[config.mk]
export PLATFORM = sky130hd
export DESIGN_NAME = bap_front
export DESIGN_NICKNAME = d
export VERILOG_FILES = /design/src/bap_pkg.sv /design/src/bap_front.sv
export SDC_FILE = /design/constraint.sdc
export NUM_CORES = 1
export LEC_CHECK = 0
export ABC_CLOCK_PERIOD_IN_PS = 9900
export BUFFER_PORTS_ARGS = -buffer_cell sky130_fd_sc_hd__buf_2
export CORE_MARGIN = 5
export CORE_UTILIZATION = 55
export DETAILED_ROUTE_END_ITERATION = 7
export PLACE_DENSITY = 0.76
export SETUP_SLACK_MARGIN = 0.5
export SKIP_CTS_REPAIR_TIMING = 1
export SLEW_MARGIN = 20
export SYNTH_ARGS = -nofsm -noshare
export SYNTH_HDL_FRONTEND = slang
export SYNTH_SLANG_ARGS = --single-unit
[constraint.sdc]
create_clock -name clk -period 9.9 [get_ports clk]
set_input_delay 1.98 -clock clk [delete_from_list [all_inputs] [get_ports clk]]
set_output_delay 1.98 -clock clk [all_outputs]
set_load 0.05 [all_outputs]
[src/bap_pkg.sv]
`timescale 1ns / 1ps
package bap_pkg;

  localparam int CFG_IDX_W = 2;
  localparam logic [CFG_IDX_W-1:0] REG_REGION_WIDTH  = 2'd0;
  localparam logic [CFG_IDX_W-1:0] REG_REGION_HEIGHT = 2'd1;
  localparam logic [CFG_IDX_W-1:0] REG_BLOCK_SIZE    = 2'd2;

  localparam int CFG_DATA_W = 13;
  localparam int PIX_W = 8;
  localparam int SUM_W = 24;
  localparam int POS_W = 13;
  localparam int BLK_W = 11;
  localparam int MAX_REGION_WIDTH = 4096;
  localparam int MAX_REGION_HEIGHT = 4096;

  // Block pixel count fits 16 bits for block sizes up to 255.
  localparam int CNT_W = 16;

  typedef struct packed {
    logic             first;
    logic             emit;
    logic             last;
    logic [BLK_W-1:0] bcol;
    logic [BLK_W-1:0] brow;
    logic [CNT_W-1:0] cnt;
    logic [PIX_W-1:0] red;
    logic [PIX_W-1:0] green;
    logic [PIX_W-1:0] blue;
    logic [PIX_W-1:0] alpha;
  } cmd_t;

  typedef struct packed {
    logic [PIX_W-1:0] red;
    logic [PIX_W-1:0] green;
    logic [PIX_W-1:0] blue;
    logic [PIX_W-1:0] alpha;
    logic [BLK_W-1:0] bcol;
    logic [BLK_W-1:0] brow;
    logic             last;
  } res_t;

endpackage

[src/bap_front.sv]
`timescale 1ns / 1ps
module bap_front #(
  parameter int MAX_BLOCK_SIZE   = 200
) (
  input  logic                             clk,
  input  logic                             rst_n,
  input  logic                             cfg_we,
  input  logic [bap_pkg::CFG_IDX_W-1:0]    cfg_idx,
  input  logic [bap_pkg::CFG_DATA_W-1:0]   cfg_dat,
  input  logic                             pix_valid,
  input  logic [bap_pkg::PIX_W-1:0]        pix_red,
  input  logic [bap_pkg::PIX_W-1:0]        pix_green,
  input  logic [bap_pkg::PIX_W-1:0]        pix_blue,
  input  logic [bap_pkg::PIX_W-1:0]        pix_alpha,
  output bap_pkg::cmd_t                    cmd
);

  localparam int PW = bap_pkg::POS_W;
  localparam int BW = bap_pkg::BLK_W;

  logic [12:0] width_r, height_r;
  logic [7:0]  bsize_r;
  logic [PW-1:0] w_c, h_c;
  logic [7:0]    bs_c;

  // Position is tracked incrementally: block index plus offset in block.
  logic [PW-1:0] x_r, y_r;
  logic [7:0]    ix_r, iy_r;
  logic [BW-1:0] bcol_r, brow_r;
  logic [PW-1:0] bx0_r, by0_r;
  logic [PW-1:0] bwid, bhgt;
  logic          end_x, end_y;
  logic          cfg_hit;

  assign cfg_hit = cfg_we && (cfg_idx == bap_pkg::REG_REGION_WIDTH ||
                              cfg_idx == bap_pkg::REG_REGION_HEIGHT ||
                              cfg_idx == bap_pkg::REG_BLOCK_SIZE);

  always_comb begin
    w_c = (width_r == '0) ? PW'(1) :
          (width_r > PW'(bap_pkg::MAX_REGION_WIDTH)) ? PW'(bap_pkg::MAX_REGION_WIDTH) :
          PW'(width_r);
    h_c = (height_r == '0) ? PW'(1) :
          (height_r > PW'(bap_pkg::MAX_REGION_HEIGHT)) ?
          PW'(bap_pkg::MAX_REGION_HEIGHT) : PW'(height_r);
    bs_c = (bsize_r < 8'd2) ? 8'd2 :
           (bsize_r > 8'(MAX_BLOCK_SIZE)) ? 8'(MAX_BLOCK_SIZE) : bsize_r;
    end_x = (x_r == w_c - PW'(1));
    end_y = (y_r == h_c - PW'(1));
    bwid = ((w_c - bx0_r) > PW'(bs_c)) ? PW'(bs_c) : (w_c - bx0_r);
    bhgt = ((h_c - by0_r) > PW'(bs_c)) ? PW'(bs_c) : (h_c - by0_r);
    cmd.first = pix_valid && ix_r == '0 && iy_r == '0;
    cmd.emit  = pix_valid && (ix_r == bs_c - 8'd1 || end_x) &&
                (iy_r == bs_c - 8'd1 || end_y);
    cmd.last  = end_x && end_y;
    cmd.bcol  = bcol_r;
    cmd.brow  = brow_r;
    cmd.cnt   = 16'(bwid[7:0]) * 16'(bhgt[7:0]);
    cmd.red   = pix_red;
    cmd.green = pix_green;
    cmd.blue  = pix_blue;
    cmd.alpha = pix_alpha;
  end

  always_ff @(posedge clk) begin
    if (!rst_n) begin
      width_r <= 13'd64;
      height_r <= 13'd64;
      bsize_r <= 8'd8;
    end else if (cfg_we) begin
      unique case (cfg_idx)
        bap_pkg::REG_REGION_WIDTH:  width_r <= cfg_dat;
        bap_pkg::REG_REGION_HEIGHT: height_r <= cfg_dat;
        bap_pkg::REG_BLOCK_SIZE:    bsize_r <= cfg_dat[7:0];
        default: ;
      endcase
    end
  end

  always_ff @(posedge clk) begin
    if (!rst_n || cfg_hit) begin
      x_r <= '0; y_r <= '0; ix_r <= '0; iy_r <= '0;
      bcol_r <= '0; brow_r <= '0; bx0_r <= '0; by0_r <= '0;
    end else if (pix_valid) begin
      if (end_x) begin
        x_r <= '0; ix_r <= '0; bcol_r <= '0; bx0_r <= '0;
        if (end_y) begin
          y_r <= '0; iy_r <= '0; brow_r <= '0; by0_r <= '0;
        end else begin
          y_r <= y_r + PW'(1);
          if (iy_r == bs_c - 8'd1) begin
            iy_r <= '0;
            brow_r <= brow_r + BW'(1);
            by0_r <= by0_r + PW'(bs_c);
          end else begin
            iy_r <= iy_r + 8'd1;
          end
        end
      end else begin
        x_r <= x_r + PW'(1);
        if (ix_r == bs_c - 8'd1) begin
          ix_r <= '0;
          bcol_r <= bcol_r + BW'(1);
          bx0_r <= bx0_r + PW'(bs_c);
        end else begin
          ix_r <= ix_r + 8'd1;
        end
      end
    end
  end

endmodule

==> run metrics, run 1 <==
status=finished, violations left; violated checks=setup timing; largest net degree at the start of global routing=37; die width=157.2 µm; Worst VDD drop=0.1096 mV; placed cells=1830; FF+latch area=0.002486 mm²; fmax=95.80 MHz; Slew headroom=31.62%; CP arrival=8.46 ns; Tcrit/Tclk final=105.4%; setup ws final=-0.5381 ns; Initial DRT Pass Iterations=6; DIE HEIGHT=157.2 µm; H-tree depth=4; max-cap violations=0; post-route insts no fill=1880; row count=53; Skew-Pair Late Insertion Delay=0.43 ns; CP Depth=35; R2R setup slack=4.31 ns; Yosys warnings=0; max incr delay on CP=0.53 ns; Reg clk slew, reported paths=0.06 ns; clock sinks=124; Design Power=1.647 mW; diode count=0; fin crit period=10.44 ns; Hold WC Path Type=reg -> reg; Final Hold Violating Endpoints=0; CP Launch Point=width_r[1]; nature of the critical path startpoint=register; Net Count, Synth=1708; GR Overflow Total=0; Starting DRT DRC Count=850; WHS=0.4891 ns; Yosys cell types=77; CTS Buf Count=17; post-detailed-placement half-perimeter wirelength=24220 µm; PwrDens=117.0 mW/mm²; nets=1786; final RePlAce weighted congestion=0.9322; Setup crit end=cmd[46]; #FFs+latches synth=124; r2r endpoint=y_r[9]; most used cell, CP=fa_1; area of the multi-input gates=0.009087 mm²; clk buf depth=2; Yosys top cell by area=dfxtp_1; via count=11250; CP max FO=6; leak pwr=5.916 nW; post-layout util=66.55%; reg2reg path depth=15; Port Buffers=59; total core area=0.02115 mm²; CP Data Required Time=7.92 ns; Detail Route Antenna Nets=0; Final Skew=0.009097 ns; Crit-path slowest cell=or4_4; count leader, synth=nor2_1; Avg Synthesized Cell Area=7.869 µm²; top cells by count, synth=nor2_1 (150), nand2_1 (143), inv_1 (126); crit-path leading delay family=adder cells; Top FF cell, synth=dfxtp_1; count of final setup violators=7; area of the die=0.02471 mm²; CTS tree=yes; Total Routing Usage GR=25.46%; # DRC=0; Seq/Total Area, Yosys=20.84%; post-DR vias/cell=5.986; initial core utilization=56.32%; Worst R2R Start=width_r[6]; critical path class=reg -> out; initial antenna violation count=0; Wirelength per Cell=17.18 µm; Slew Limit Fails=0; Slew @ Worst Pin=0.9998 ns; Fill cells=1708; final WL=32300 µm; fraction of layout cells with a size suffix above 1=19.88%; Mapped Cells=1514; cells taking the most area after synthesis=dfxtp_1 (21%), ha_1 (11%), fa_1 (6.7%); pre-CTS setup slack=-0.1344 ns; vias in the first global route=10680; I/O Pins=124; ys async rst share=0%; clk root buf=clkbuf_16; first-pass GRT wire length=51960 µm; RSZ-0062 raised after global routing=true; Yosys top cell area share=20.84%; P&R area growth vs syn=18.16%; WP buf/inv=5; Post-synth EDFFs=0; Mapped Area=0.01191 mm²; CP Capture Type=output port
==> stage by stage <==
stage / setup TNS (ns) / area, µm²
after floorplan: 0 / 12190
after global placement: 0 / 12920
after detailed placement: -0.2652 / 12920
after CTS: -2.409 / 13490
after global routing: -5.190 / 14080
final: -2.432 / 14080
==> final cells by class <==
cell class,instances,share of cell area [%]
multi-input cells,1168,64.55
flip-flops and latches,124,17.66
repair buffers,155,7.964
inverters,126,3.360
clock buffers,18,3.049
well taps,275,2.444
clock inverters,14,0.9688
==> worst reg2reg max path: stages, from the launching register on <==
cell and delay (ns):
dfxtp_1 0.34, nor4_1 0.06, buf_4 0.13, and4bb_2 0.26, o21bai_4 0.21, buf_4 0.15
ha_1 0.34, or3b_2 0.52, o41ai_1 0.45, xor2_1 0.16, o21bai_1 0.18, a2111oi_0 0.85
and4_1 0.72, nand2b_1 0.26, nand2_1 0.69, nor2_1 0.13
==> placed cells by master, fill, tap and decap left out, types with 17 or more instances in the layout <==
cell type | Yosys | final
o31ai_1 | 17 | 17
buf_2 | 5 | 48
mux2i_1 | 33 | 20
nor2b_1 | 39 | 35
nand3_1 | 40 | 38
clkbuf_16 | 0 | 17
ha_1 | 103 | 93
dfxtp_1 | 124 | 121
nor3_1 | 27 | 26
xnor2_1 | 69 | 61
a21boi_0 | 30 | 28
nand4_1 | 31 | 31
xor2_1 | 45 | 42
buf_4 | 32 | 92
nand2_1 | 143 | 140
or4_1 | 22 | 20
or3_1 | 27 | 27
fa_1 | 40 | 35
nor2_1 | 150 | 138
a21oi_1 | 71 | 65
o21ai_0 | 53 | 46
inv_1 | 126 | 119
==> power breakdown <==
group | internal (mW) | switching [mW]
sequential | 0.505 | 0.00647
clock | 0.350 | 0.262
combinational | 0.224 | 0.300
==> routing by layer <==
layer,GRT usage [%],share of wire [%]
met4,7.292,2.2
met3,3.602,5.9
met1,32.96,43
met2,44.31,49
met5,0,0
==> cells by family after synthesis <==
family / Yosys count / synth area share [%]
AO/OA/AOI/OAI: 277 / 15.63
adder cells (fa/ha/maj): 143 / 17.54
AND/OR/NAND/NOR: 596 / 26.10
multiplexers: 37 / 3.151
XOR/XNOR: 115 / 8.570
buffers and inverters: 222 / 8.181
flip-flops: 124 / 20.84
==> state kept, by name, summed over array words and instances (netlist names) <==
name and cells:
bsize_r 8, y_r 13, iy_r 8, height_r 13, bx0_r 13, width_r 13
x_r 13, bcol_r 11, ix_r 8, brow_r 11, by0_r 13
==> worst min path at each step <==
stage / slack, ns / to / depth (start not counted) / start
2_1_floorplan: 0.45 / bx0_r[3] / 2 / bx0_r[3]
3_3_place_gp: 0.45 / bcol_r[10] / 2 / bcol_r[10]
3_5_place_dp: 0.48 / bx0_r[2] / 2 / bx0_r[2]
4_1_cts: 0.49 / bx0_r[6] / 2 / bx0_r[6]
5_1_grt: 0.51 / bx0_r[5] / 2 / bx0_r[5]
6_report: 0.49 / bx0_r[1] / 2 / bx0_r[1]
Note: power is estimated with default switching activity, not from simulation.
==> inputs of run 2 (changes only) <==
- ABC_AREA: unset -> 1
- CORE_UTILIZATION: 55 -> 56
- PLACE_DENSITY: 0.76 -> 0.77
==> run 2 against run 1 <==
The run now ends clean; clock-buffer cell count down 1; non-clock buffer count decreased by 35; register-to-register slack gained 1.6 ns; wire length is 12% higher; sequential share of layout area shrank 0.36 points; area after synthesis up 6.0%; flip-flop and latch count did not move; clock skew about the same; die area is 3.8% higher; critical endpoint is now cmd[47].
==> run metrics, run 2 <==
hold endpoint=y_r[11] (was bx0_r[1]); Seq/Total Area, Yosys=19.66% (was 20.84%); most frequent cells in the layout=nand2_1 (407), inv_1 (298), nor2_1 (226), nand3_1 (158), a21oi_1 (111) (was nand2_1 (140), nor2_1 (138), dfxtp_1 (121), inv_1 (119), ha_1 (93)); initial core utilization=56.28% (was 56.32%); diode count=0 (unchanged); Top FF cell, synth=dfxtp_1 (unchanged); area of the die=0.02565 mm² (was 0.02471 mm²); count of final setup violators=0 (was 7); clk buf depth=2 (unchanged); reg2reg path depth=19 (was 15); Yosys top cell area share=19.66% (was 20.84%); WP buf/inv=10 (was 5); die width=160.2 µm (was 157.2 µm); fin crit period=9.716 ns (was 10.44 ns); most used cell, CP=nand2_1 (was fa_1); CP Data Required Time=7.92 ns (about the same); vias in the first global route=11780 (was 10680); Tcrit/Tclk final=98.14% (was 105.4%); CTS Buf Count=17 (unchanged); Cells on Worst Hold Path=2 (unchanged); via count=12910 (was 11250); status=finished, final reports clean (was finished, violations left); Initial DRT Pass Iterations=7 (was 6); Worst VDD drop=0.1866 mV (was 0.1096 mV); Reg clk slew, reported paths=0.06 ns (about the same); clk root buf=clkbuf_16 (unchanged); cells taking the most area after synthesis=dfxtp_1 (20%), nand2_1 (13%), ha_1 (10%) (was dfxtp_1 (21%), ha_1 (11%), fa_1 (6.7%)); final RePlAce weighted congestion=0.9598 (was 0.9322); Comb power frac=48.3% (was 31.8%); Hold Crit Start=y_r[11] (was bx0_r[1]); Net Count, Synth=2167 (was 1708); Mapped Area=0.01263 mm² (was 0.01191 mm²); fraction of layout cells with a size suffix above 1=16.31% (was 19.88%); Starting DRT DRC Count=1038 (was 850); post-layout util=64.95% (was 66.55%); Total Routing Usage GR=26.25% (was 25.46%); Yosys top cell by area=dfxtp_1 (unchanged); fmax=102.9 MHz (was 95.80 MHz); Worst R2R Start=width_r[8] (was width_r[6]); PwrDens=151.0 mW/mm² (was 117.0 mW/mm²); # DRC=0 (unchanged); count leader, synth=nand2_1 (was nor2_1); XOR/XNOR Fraction of Synth Area=6.729% (was 8.570%); commonest non-fill, non-tap cell in the layout=nand2_1 (unchanged); H-tree depth=4 (unchanged); Hold WC Path Type=reg -> reg (unchanged); P&R area growth vs syn=15.40% (was 18.16%); post-DR vias/cell=5.520 (was 5.986); max incr delay on CP=0.57 ns (was 0.53 ns); CP arrival=7.74 ns (was 8.46 ns); CTS tree=yes (unchanged); crit-path leading delay family=adder cells (unchanged); first-pass GRT wire length=56190 µm (was 51960 µm); CP Depth=48 (was 35); leak pwr=7.027 nW (was 5.916 nW); I/O Pins=124 (unchanged); Final Skew=0.008968 ns (was 0.009097 ns); Wirelength per Cell=15.45 µm (was 17.18 µm); final WL=36140 µm (was 32300 µm); Slew Limit Fails=0 (unchanged); Psw=0.9534 mW (was 0.5689 mW); mux cell area share after synthesis=0% (was 3.151%); placed cells=2271 (was 1830); sequential power share=23.5% (was 31.0%); critical path class=reg -> out (unchanged); top cells by count, synth=nand2_1 (430), inv_1 (314), nor2_1 (248) (was nor2_1 (150), nand2_1 (143), inv_1 (126)); Detail Route Antenna Nets=0 (unchanged); CP max FO=7 (was 6); main combinational cell family by area after synthesis=simple AND/OR/NAND/NOR gates (unchanged); simple-gate share of the synthesized area=33.11% (was 26.10%); RSZ-0062 raised after global routing=true (unchanged); clock sinks=124 (unchanged); Mapped Cells=1973 (was 1514); ys async rst share=0% (unchanged); Skew-Pair Late Insertion Delay=0.43 ns (about the same); row count=55 (was 53); Avg Synthesized Cell Area=6.399 µm² (was 7.869 µm²); largest net degree at the start of global routing=36 (was 37); design area=0.01457 mm² (was 0.01408 mm²); post-detailed-placement half-perimeter wirelength=26860 µm (was 24220 µm); initial antenna violation count=0 (unchanged); Int Pwr=1.247 mW (was 1.078 mW); #FFs+latches synth=124 (unchanged); Sw Ratio=43.33% (was 34.53%); R2R setup slack=5.94 ns (was 4.31 ns); GR Overflow Total=0 (unchanged); Final Hold Violating Endpoints=0 (unchanged); nature of the critical path startpoint=register (unchanged); total core area=0.02243 mm² (was 0.02115 mm²); post-route insts no fill=2339 (was 1880); adder-cell area share of the yosys netlist=16.55% (was 17.54%); Yosys warnings=0 (unchanged); Post-DP Area=0.01305 mm² (was 0.01292 mm²); Crit-path slowest cell=fa_1 (was or4_4); Synth Area in Compound Gates=10.79% (was 15.63%); r2r endpoint=bx0_r[9] (was y_r[9]); CP Capture Type=output port (unchanged); DIE HEIGHT=160.2 µm (was 157.2 µm); Slew @ Worst Pin=0.9056 ns (was 0.9998 ns); max-cap violations=0 (unchanged); clock share of power=28.3% (was 37.2%); nets=2236 (was 1786); Port Buffers=59 (unchanged); Yosys cell types=50 (was 77); Post-synth EDFFs=0 (unchanged); Slew headroom=39.57% (was 31.62%)
## run 2: cell types whose count changed after synthesis, sizes merged, moves of 54 or more
| cell | previous run | this run |
|---|---|---|
| a21oi | 72 | 126 |
| inv | 126 | 321 |
| nand2 | 143 | 443 |
| nand3 | 40 | 166 |
| nor2 | 150 | 257 |
| xnor2 | 69 | 15 |
## run 2: metal layers
| metal | vias to the layer above | track usage (%) | wire (µm) |
|---|---|---|---|
| met5 | - | 0 | 0 |
| met4 | 0 | 10.01 | 1192 |
| met3 | 82 | 4.877 | 2467 |
| met2 | 442 | 42.95 | 17120 |
| met1 | 5973 | 34.52 | 15360 |
| li1 | 6414 | - | - |
## run 2: worst max path at each step
stage,end,slack [ns],from
floorplan,cmd[46],0.50,height_r[2]
global placement,cmd[47],-0.12,width_r[12]
detailed placement,cmd[47],-0.29,width_r[12]
CTS,cmd[47],-0.72,width_r[12]
global route,cmd[47],-0.28,height_r[7]
finish,cmd[47],0.18,height_r[10]
## run 2: power groups by stage
stage,combinational (mW),sequential (mW),clock [mW]
final,1.06,0.516,0.622
after global routing,1.16,0.517,0.650
after CTS,0.882,0.516,0.628
after detailed placement,0.878,0.527,0
after global placement,0.860,0.526,0
after floorplan,0.721,0.523,0
## run 2: cell type report
type                            instances  area (µm²)
Clock buffer                           17       425.4
Clock inverter                         14       145.1
Fill cell                            1990        7864
Inverter                              323        1215
Multi-Input combinational cell       1456        9112
Sequential cell                       124        2521
Tap cell                              285       356.6
Timing Repair Buffer                  120       794.5
## run 2: logic make-up after synthesis
family | Yosys count
and+or+nand+nor | 967
AOI/OAI and AO/OA | 247
buffers and inverters | 395
xor gates and xnor gates | 97
DFF | 124
adders and majority gates | 143
## run 2: metrics by stage
| step | hold WS, ns | TNS (ns) | power [mW] | setup slack (ns) |
|---|---|---|---|---|
| final | 0.4678 | 0 | 2.200 | 0.1837 |
| after detailed placement | 0.4603 | -0.2933 | 1.405 | -0.2933 |
| after global routing | 0.4979 | -0.5836 | 2.329 | -0.2759 |
| after floorplan | 0.4410 | 0 | 1.245 | 0.5041 |
| after CTS | 0.4702 | -1.739 | 2.026 | -0.7193 |
| after global placement | 0.4501 | -0.1237 | 1.386 | -0.1237 |
## run 2: worst min-delay path, delay by kind of cell, from the launching register on
family | cells | cell delay (ns)
compound gates | 1 | 0.06
flops | 1 | 0.31
simple gates | 1 | 0.06
==> inputs of run 3 (changes only) <==
- ABC_CLOCK_PERIOD_IN_PS: 9900 -> 11240
- CORE_UTILIZATION: 56 -> 60
- PLACE_DENSITY: 0.77 -> 0.88
- clock period: 9.9 -> 11.24 ns (I/O delays scaled with it)
==> run 3 against run 2 <==
Wire length down 3.2%; sequential power down 11%; via count down 0.18%; worst hold slack worse by 0.0051 ns; combinational power down 23%; final cell count down 2.4%; design area down 5.2%; critical path depth down 4; core utilization up 1.1 points; critical endpoint unchanged.
==> run metrics, run 3 (synthesis gave the netlist of run 2 again) <==
CP Data Required Time=8.99 ns (was 7.92 ns); Sw Ratio=42.54% (was 43.33%); initial core utilization=60.44% (was 56.28%); crit-path leading delay family=adder cells (unchanged); Fill cells=1829 (was 1990); Port Buffers=59 (unchanged); reg2reg path depth=21 (was 19); clk buf depth=2 (unchanged); Starting DRT DRC Count=1130 (was 1038); fraction of layout cells with a size suffix above 1=10.56% (was 16.31%); CP Depth=44 (was 48); Initial DRT Pass Iterations=8 (was 7); Setup crit end=cmd[47] (unchanged); Total Routing Usage GR=28.43% (was 26.25%); final WL=34980 µm (was 36140 µm); RSZ-0062 raised after global routing=false (was true); PwrDens=133.3 mW/mm² (was 151.0 mW/mm²); max incr delay on CP=0.56 ns (was 0.57 ns); critical path class=reg -> out (unchanged); Psw=0.7827 mW (was 0.9534 mW); FF+latch area=0.002509 mm² (was 0.002521 mm²); area of the die=0.02404 mm² (was 0.02565 mm²); Hold WC Path Type=reg -> reg (unchanged); Skew-Pair Late Insertion Delay=0.43 ns (about the same); post-layout util=66.09% (was 64.95%); post-detailed-placement half-perimeter wirelength=26530 µm (was 26860 µm); GR Overflow Total=0 (unchanged); # DRC=0 (unchanged); fmax=96.64 MHz; CP max FO=7 (unchanged); Tcrit/Tclk final=92.06%; Final Skew=0.01116 ns (was 0.008968 ns); CTS tree=yes (unchanged); I/O Pins=124 (unchanged); CP arrival=8.10 ns (was 7.74 ns); Crit-path slowest cell=fa_1 (unchanged); initial antenna violation count=0 (unchanged); DIE HEIGHT=155.1 µm (was 160.2 µm); Slew Limit Fails=0 (unchanged); Slew @ Worst Pin=0.8635 ns (was 0.9056 ns); clock share of power=31.1% (was 28.3%); via count=12890 (was 12910); sequential power share=24.8% (was 23.5%); Wirelength per Cell=15.32 µm (was 15.45 µm); H-tree depth=4 (unchanged); Setup TNS Final=0 ns (unchanged); most used cell, CP=nand2_1 (unchanged); CP Capture Type=output port (unchanged); status=finished, final reports clean (unchanged); fin crit period=10.35 ns; nature of the critical path startpoint=register (unchanged); leak pwr=6.795 nW (was 7.027 nW); Detail Route Antenna Nets=0 (unchanged); final RePlAce weighted congestion=0.9771 (was 0.9598); Reg clk slew, reported paths=0.06 ns (about the same); clk root buf=clkbuf_16 (unchanged); row count=53 (was 55); commonest non-fill, non-tap cell in the layout=nand2_1 (unchanged); CP Launch Point=width_r[4] (was height_r[10]); P&R area growth vs syn=9.345% (was 15.40%); first-pass GRT wire length=56690 µm (was 56190 µm); count of final setup violators=0 (unchanged); max-cap violations=0 (unchanged); diode count=0 (unchanged); nets=2190 (was 2236); Final Hold Violating Endpoints=0 (unchanged); die width=155.1 µm (was 160.2 µm); Int Pwr=1.057 mW (was 1.247 mW); largest net degree at the start of global routing=36 (unchanged); Slew headroom=42.37% (was 39.57%); Worst R2R Start=width_r[4] (was width_r[8]); r2r endpoint=bx0_r[9] (unchanged); Comb power frac=44.1% (was 48.3%); CTS Buf Count=17 (unchanged); area of the multi-input gates=0.008726 mm² (was 0.009112 mm²); most frequent cells in the layout=nand2_1 (418), inv_1 (309), nor2_1 (241), nand3_1 (161), a21oi_1 (120) (was nand2_1 (407), inv_1 (298), nor2_1 (226), nand3_1 (158), a21oi_1 (111)); clock sinks=124 (unchanged); vias in the first global route=11930 (was 11780); Worst VDD drop=0.1336 mV (was 0.1866 mV); WP buf/inv=10 (unchanged); post-DR vias/cell=5.645 (was 5.520); total core area=0.02089 mm² (was 0.02243 mm²); R2R setup slack=7.03 ns (was 5.94 ns)
[run 3: cell count changes in the layout (fill, tap and decap cells not counted), sizes merged]
cell / before / now
bufinv: 2 / 3
clkinv: 10 / 7
clkbuf: 17 / 21
buf: 120 / 73
clkinvlp: 1 / 2
inv: 324 / 322
[run 3: worst min-delay path by stage]
stage,end,slack (ns),cells after the start,startpoint
floorplan,bx0_r[10],0.44,2,bx0_r[10]
global placement,bx0_r[10],0.45,2,bx0_r[10]
detailed placement,by0_r[11],0.46,2,by0_r[11]
CTS,by0_r[11],0.46,2,by0_r[11]
global route,by0_r[10],0.49,2,by0_r[10]
finish,y_r[11],0.46,2,y_r[11]
[run 3: worst register-to-register path, stage by stage (launching register included)]
cell and delay [ns]:
dfxtp_2 0.35, nor2_1 0.14, nand2_1 0.11, nor2_1 0.13, nand2_2 0.08, nand2_4 0.16
nand2_1 0.11, ha_1 0.26, xnor2_1 0.21, inv_1 0.06, nand2_1 0.07, nand2_1 0.08
nor2_1 0.12, nand2_1 0.07, nor2_1 0.17, nand3_1 0.11, nor2_2 0.14, nand3_1 0.53
nand2_1 0.80, inv_1 0.22, o21ai_0 0.13, nor2_1 0.07
[run 3: power groups by stage]
stage	combinational, mW	sequential (mW)	clock (mW)
after floorplan	0.635	0.461	0
after global placement	0.736	0.465	0
after detailed placement	0.757	0.465	0
after CTS	0.762	0.456	0.577
after global routing	0.903	0.458	0.596
final	0.811	0.457	0.573
[run 3: cell type report]
| class | count | share of cell area (%) |
|---|---|---|
| multi-input cells | 1456 | 63.20 |
| flip-flops and latches | 124 | 18.17 |
| inverters | 323 | 8.800 |
| clock buffers | 20 | 3.308 |
| repair buffers | 74 | 2.991 |
| well taps | 275 | 2.492 |
| clock inverters | 11 | 1.033 |
[run 3: metal layers]
layer | global-route usage [%] | wire length (µm) | vias up
li1 | - | - | 6312
met1 | 37.08 | 14410 | 5902
met2 | 46.90 | 16400 | 566
met3 | 4.423 | 2789 | 108
met4 | 12.07 | 1387 | 0
met5 | 0 | 0 | -
[run 3: per-stage QoR]
stage | instance area (µm²) | cells | worst slack (ns) | hold slack, ns | total power [mW]
finish | 13810 | 2283 | 0.8925 | 0.4628 | 1.840
detailed placement | 12860 | 2240 | 0.7586 | 0.4555 | 1.222
floorplan | 12630 | 1973 | 1.301 | 0.4410 | 1.097
global route | 13810 | 2283 | 0.3857 | 0.4877 | 1.957
global placement | 12860 | 2240 | 1.021 | 0.4498 | 1.201
CTS | 13460 | 2271 | 0.2794 | 0.4643 | 1.796
